<file path="config.mk">
export PLATFORM = sky130hd
export DESIGN_NAME = gal_cell
export DESIGN_NICKNAME = d
export VERILOG_FILES = /design/src/sv/gal_pkg.sv /design/src/sv/gal_cell.sv
export SDC_FILE = /design/constraint.sdc
export NUM_CORES = 1
export LEC_CHECK = 0
export ABC_AREA = 1
export BUFFER_PORTS_ARGS = -buffer_cell sky130_fd_sc_hd__buf_4
export CAP_MARGIN = 20
export CORE_UTILIZATION = 47
export CTS_CLUSTER_SIZE = 28
export DETAILED_ROUTE_END_ITERATION = 10
export PLACE_DENSITY = 0.8
export SLEW_MARGIN = 5
export SYNTH_ARGS = -nofsm -noshare
export SYNTH_HDL_FRONTEND = slang
export SYNTH_SLANG_ARGS = --single-unit
</file>
<file path="constraint.sdc">
create_clock -name clock -period 1.3 [get_ports clock]
set_input_delay 0.13 -clock clock [delete_from_list [all_inputs] [get_ports clock]]
set_output_delay 0.13 -clock clock [all_outputs]
set_load 0.03 [all_outputs]
</file>
<file path="src/sv/gal_pkg.sv">
package gal_pkg;

   // field widths of the channels
   localparam int OPCODE_W = 2;
   localparam int CODE_W   = 8;
   localparam int GLYPH_W  = 12;
   localparam int POS_W    = 18;
   localparam int STATUS_W = 3;
   localparam int SLOT_W   = 6;
   localparam int HEIGHT_W = 12;

   localparam logic [POS_W-1:0] POS_MAX = {POS_W{1'b1}};

   // opcodes
   localparam logic [OPCODE_W-1:0] OP_LOAD  = 2'd0;
   localparam logic [OPCODE_W-1:0] OP_BEGIN = 2'd1;
   localparam logic [OPCODE_W-1:0] OP_PLACE = 2'd2;

   // result status codes
   localparam logic [STATUS_W-1:0] ST_PLACED    = 3'd0;
   localparam logic [STATUS_W-1:0] ST_NOT_FOUND = 3'd1;
   localparam logic [STATUS_W-1:0] ST_STORED    = 3'd2;
   localparam logic [STATUS_W-1:0] ST_FULL      = 3'd3;
   localparam logic [STATUS_W-1:0] ST_RESTARTED = 3'd4;
   localparam logic [STATUS_W-1:0] ST_TOO_LONG  = 3'd5;

   // sequencer states
   typedef enum logic [1:0] {
      FSM_IDLE,
      FSM_WALK,
      FSM_EMIT
   } fsm_type;

   // lookup token handed from cell to cell
   typedef struct packed {
      logic               active;
      logic [CODE_W-1:0]  code;
      logic               hit;
      logic [GLYPH_W-1:0] width;
      logic [POS_W-1:0]   offset;
   } probe_type;

   // saturating add of a glyph width to an x position
   function automatic logic [POS_W-1:0] sat_add(logic [POS_W-1:0] a, logic [GLYPH_W-1:0] b);
      logic [POS_W:0] s;
      s = {1'b0, a} + (POS_W+1)'(b);
      return s[POS_W] ? POS_MAX : s[POS_W-1:0];
   endfunction

endpackage

</file>
<file path="src/sv/gal_cell.sv">
module gal_cell (
   input  logic                        clock,
   input  logic                        reset,
   input  logic                        wr_en,
   input  logic [gal_pkg::CODE_W-1:0]  wr_code,
   input  logic [gal_pkg::GLYPH_W-1:0] wr_width,
   input  logic [gal_pkg::POS_W-1:0]   wr_offset,
   input  logic                        live,
   input  gal_pkg::probe_type          up_probe,
   output gal_pkg::probe_type          dn_probe
);
   import gal_pkg::*;

   logic [CODE_W-1:0]  code_ff;
   logic [GLYPH_W-1:0] width_ff;
   logic [POS_W-1:0]   offset_ff;
   probe_type          probe_ff;
   probe_type          probe_in;
   logic               match;

   // glyph entry storage
   always_ff @(posedge clock) begin
      if (wr_en) begin
         code_ff   <= wr_code;
         width_ff  <= wr_width;
         offset_ff <= wr_offset;
      end
   end

   // first live entry with the same code claims the token
   always_comb begin
      match    = up_probe.active && !up_probe.hit && live && (code_ff == up_probe.code);
      probe_in = up_probe;
      if (match) begin
         probe_in.hit    = 1'b1;
         probe_in.width  = width_ff;
         probe_in.offset = offset_ff;
      end
   end

   // hand the token to the next cell
   always_ff @(posedge clock) begin
      if (reset) begin
         probe_ff <= '0;
      end else begin
         probe_ff <= probe_in;
      end
   end

   assign dn_probe = probe_ff;

endmodule

</file>
# Yosys cells after proc, flatten, opt, wreduce, memory -nomap -nowiden
# Index checks and enable logic that the tools add are counted.
# classes
multipliers,0
n_shift,0
order_cmp,0
mux,1
n_div,0
n_bitwise,0
add_sub_neg,0
reduce_logical,4
eq_ne,1
# ops
cell,count
$mux W31,1
$eq A8 B8 Y1,1
$logic_and A1 B1 Y1,3
$logic_not A1 Y1,1
# totals
memories,0
regBits,78
word_cells,14
ram_bits,0
latch_bits,0
output_inout_bits,40
inputBits,82
mem_bits_ro,0

# Logic depth before layout (Yosys ltp)
# logic_depth
ltp_word,5
depth_mapped,10
mapped_depth_nobuf,9

# Worst setup path after synthesis
# No wires, ideal clock.
# synth_path
path_type,reg-to-reg
startpoint,reg code_ff[1]
endpoint,reg probe_ff (netlist bit dn_probe[0])
period_less_slack_ns,1.198
path_buffers,1
path_stages_with_launch,8
setup_slack_ns,0.102
required_time_ns,1.187
arrival_time_ns,1.086
setup_ns,0.113
path_cell_list,edfxtp_1 xnor2_1 nand2_1 nor2_1 buf_2 nand3_1 nand2_1 nor2_1
# synth_between
elab_chain_len,3
# synth_rtl
item,line_no,source
"start, declared",gal_cell.sv:14,logic [CODE_W-1:0] code_ff;
"start signal, assigned",gal_cell.sv:24,code_ff <= wr_code;
$eq A8 B8 Y1,gal_cell.sv:32,match = up_probe.active && !up_probe.hit && live && (code_ff == up_probe.code);
$logic_and A1 B1 Y1,gal_cell.sv:32,
$mux W31,gal_cell.sv:34,if (match) begin
"end signal, assigned",gal_cell.sv:46,probe_ff <= probe_in;
"end, declared",gal_cell.sv:17,probe_type probe_ff;
# No other way between the ends.
# A chain may end at the register's enable or synchronous reset.

# Worst setup path after layout
# layout_path
startpoint,reg code_ff[6]
endpoint,reg probe_ff (netlist bit dn_probe[8])
# The elaborated chain is that of the path after synthesis.

==> results.md <==
- Status: finished with violations
- Failing checks: negative setup slack
- Area of the multi-input gates: 745.7 um^2
- CP required: 1.54 ns
- Critical path buffer and inverter count: 1
- CP peak stage delay: 0.42 ns
- Int Pwr: 3846 uW
- DR pass1 iterations: 4
- Cells on worst reg2reg path: 7
- R2R Path End: dn_probe[8]$_SDFF_PP0_
- Share of cells above drive strength 1: 0.3167
- Vias in the first global route: 2318
- Synthesis-to-layout area growth: 55.88%
- Worst min-delay path category: input port to flop
- Post-Syn Area: 2924 um^2
- DPL Wire Length: 4219 um
- Initial Util: 0.4910
- Io pins: 122
- Slowest cell on crit path: edfxtp_1
- Routed Antenna Nets: 0
- Slew HR: 0.6857
- Power per cell area: 1122 nW/um^2
- First-pass GRT wire length: 10080 um
- # diodes: 0
- Vias per cell: 4.506
- Total power: 5116 uW
- Placed insts: 495
- CTS tree: done
- Flop pwr share: 0.547
- Final WL: 6497 um
- Clk sinks: 78
- Largest net degree at the start of global routing: 39
- Critical Path, Cell by Cell: xnor2_1 > nand3_1 > nor2_2 > buf_12 > nand3_1 > nand2_1 > nor2_2
- Core Area: 5956 um^2
- Num rows: 28
- Final nets: 557
- Port buffer count: 121
- Die area: 6541 um^2
- Setup crit end kind: flop
- Min cycle time layout: 1.356 ns
- Psw: 1270 uW
- Syn_nets: 388
- Reg clk slew, reported paths: 0.08 ns
- Hold Crit Depth: 3
- Maximum vdd drop: 0.0009778 V
- PnR worst setup slack: -0.05627 ns
- R2r setup slk: -0.06 ns
- CTS buffer count: 9
- Crit-path max FO: 30
- Crit path DAT: 1.59 ns
- RSZ-0062 raised after global routing: true
- Hold Crit Start: up_probe[6]
- CP startpoint: code_ff[6]$_DFFE_PP_
- DR iter-0 viols: 169
- Reg area: 1942 um^2
- Final period utilization: 1.043
- Syn avg cell area: 9.556 um^2
- DR WL/cell: 11.71 um
- Reg2Reg Launch Point: code_ff[6]$_DFFE_PP_
- Placer Congestion: 0.7069
- Final number of hold-violating endpoints: 0
- Initial antenna violation count: 0
- Fin Setup TNS: -1.038 ns
- Hold path endpoint: dn_probe[6]$_SDFF_PP0_
- Leak: 0.002196 uW
- Die Y: 80.88 um
- Crit Path Category: flop to flop
- Non-Filler Instances: 555
- Final Cell Area: 4558 um^2
- Final Max Slew Viols: 0
- Mapped Cells: 306
- Post-CTS Setup Inserts: 0
- Slew @ Worst Pin: 0.4714 ns
- Clock latency on the worst-skew pair: 0.34 ns
- Tot GR Track Use: 0.2107
- Synthesis-stage register bit count: 78
- Yosys warning count: 0
- CTS root buf: clkbuf_8
- Die X: 80.88 um
- Clock power frac: 0.297
- Maxcap violations: 0
- H-tree levels: 3
- Area after DPL: 3948 um^2
- Total number of vias: 2501
- Yosys cell types: 19
- Logic gate share of total power: 0.157
- Sw frac: 0.2483
- Clk_skew: 0.01047 ns
- Sequential element share of the synthesized area: 0.6641
- Layout fillers: 413
- Grt ovf: 0
- Remaining DRCs: 0
- Kind of cell adding the most delay to the critical path: simple AND/OR/NAND/NOR gates
- Final setup fails: 30
- Startpoint class of the critical path: flop
- FMAX: 737.3 MHz
- Clock Path Buffers: 2
-- stage by stage --
stage               utilization  setup slack [ns]  hold slack [ns]
floorplan                     -            0.1017           0.2289
global placement         0.6628         -0.006550           0.3081
detailed placement       0.6628          -0.06008           0.3095
global route             0.7653           -0.1698         0.008443
finish                   0.7653          -0.05627          0.01215
CTS                      0.7603          -0.06479        0.0002001
-- repair_timing --
item,in CTS,in global routing
hold endpoints to repair,42,2
resized for setup,0,4
hold buffers,42,2
pin swaps,0,0
setup endpoints to repair,31,31
-- cell usage after synthesis --
library cell   n  area, um^2
nand2_1       49       183.9
nand3_2        1       10.01
inv_1         43       161.4
nor2_1        77       289.0
inv_2          2       7.510
xnor2_1        4       35.03
buf_1          3       11.26
edfxtp_1      38        1141
buf_6          3       33.78
clkbuf_1       1       3.750
dfxtp_1       40       800.8
nand3_1       31       155.2
nand4_1        1       6.260
buf_2          6       30.03
xor2_1         3       26.28
nand3b_1       1       7.510
nor2_2         1       6.260
clkinv_1       1       3.750
nor2_4         1       11.26
-- worst min-delay path: stages --
cell and delay [ns]:
buf_4 0.08, nor2_1 0.03, nor2_1 0.08
-- layer usage --
metal  global-route usage  part of all wire  vias to the layer above
met2               0.3773              0.54                       94
met5                    0                 0                        -
met3              0.05393             0.059                       21
met1               0.2170              0.36                     1112
li1                     -                 -                     1274
met4               0.1357             0.035                        0
-- kinds of logic (layout without fill, tap and decap cells) --
group,Yosys count,in the layout,share of synthesized area
flops,78,78,0.6641
buf+inv,59,233,0.08600
simple gates,162,162,0.2289
xor+xnor,7,7,0.02097
-- worst max path at each step --
stage                                          to  slack [ns]  cells past startpoint
after CTS                  dn_probe[1]$_SDFF_PP0_       -0.06                      7
after global placement    dn_probe[25]$_SDFF_PP0_      -0.007                      7
after floorplan            dn_probe[0]$_SDFF_PP0_        0.10                      7
after global routing      dn_probe[12]$_SDFF_PP0_       -0.17                      7
after detailed placement   dn_probe[1]$_SDFF_PP0_       -0.06                      7
final                      dn_probe[8]$_SDFF_PP0_       -0.06                      7
-- power groups by stage --
stage / clock network [uW] / logic (uW) / registers, uW
3_5_place_dp: 0 / 689 / 2850
5_1_grt: 1680 / 871 / 2810
3_3_place_gp: 0 / 676 / 2850
6_report: 1520 / 802 / 2800
2_1_floorplan: 0 / 191 / 2980
4_1_cts: 1550 / 793 / 2800
-- sequential cells by signal, summed over array words and instances, names as in the netlist --
name and cells:
code_ff 8, dn_probe 40, offset_ff 18, width_ff 12
-- placed cells by master, fill, tap and decap left out, types with 7 or more instances in the layout --
| master | count |
|---|---|
| buf_4 | 123 |
| clkbuf_8 | 9 |
| dfxtp_1 | 40 |
| dlygate4sd3_1 | 44 |
| edfxtp_1 | 38 |
| inv_1 | 43 |
| nand2_1 | 49 |
| nand3_1 | 31 |
| nor2_1 | 71 |
| nor2_2 | 7 |
-- area by class of cell --
cell class / count / area share
multi-input cells: 169 / 0.1636
clock inverters: 5 / 0.006313
clock buffers: 11 / 0.02882
repair buffers: 171 / 0.3168
inverters: 46 / 0.03788
flip-flops and latches: 78 / 0.4260
well taps: 75 / 0.02059
(Power assumes the default switching activity.)
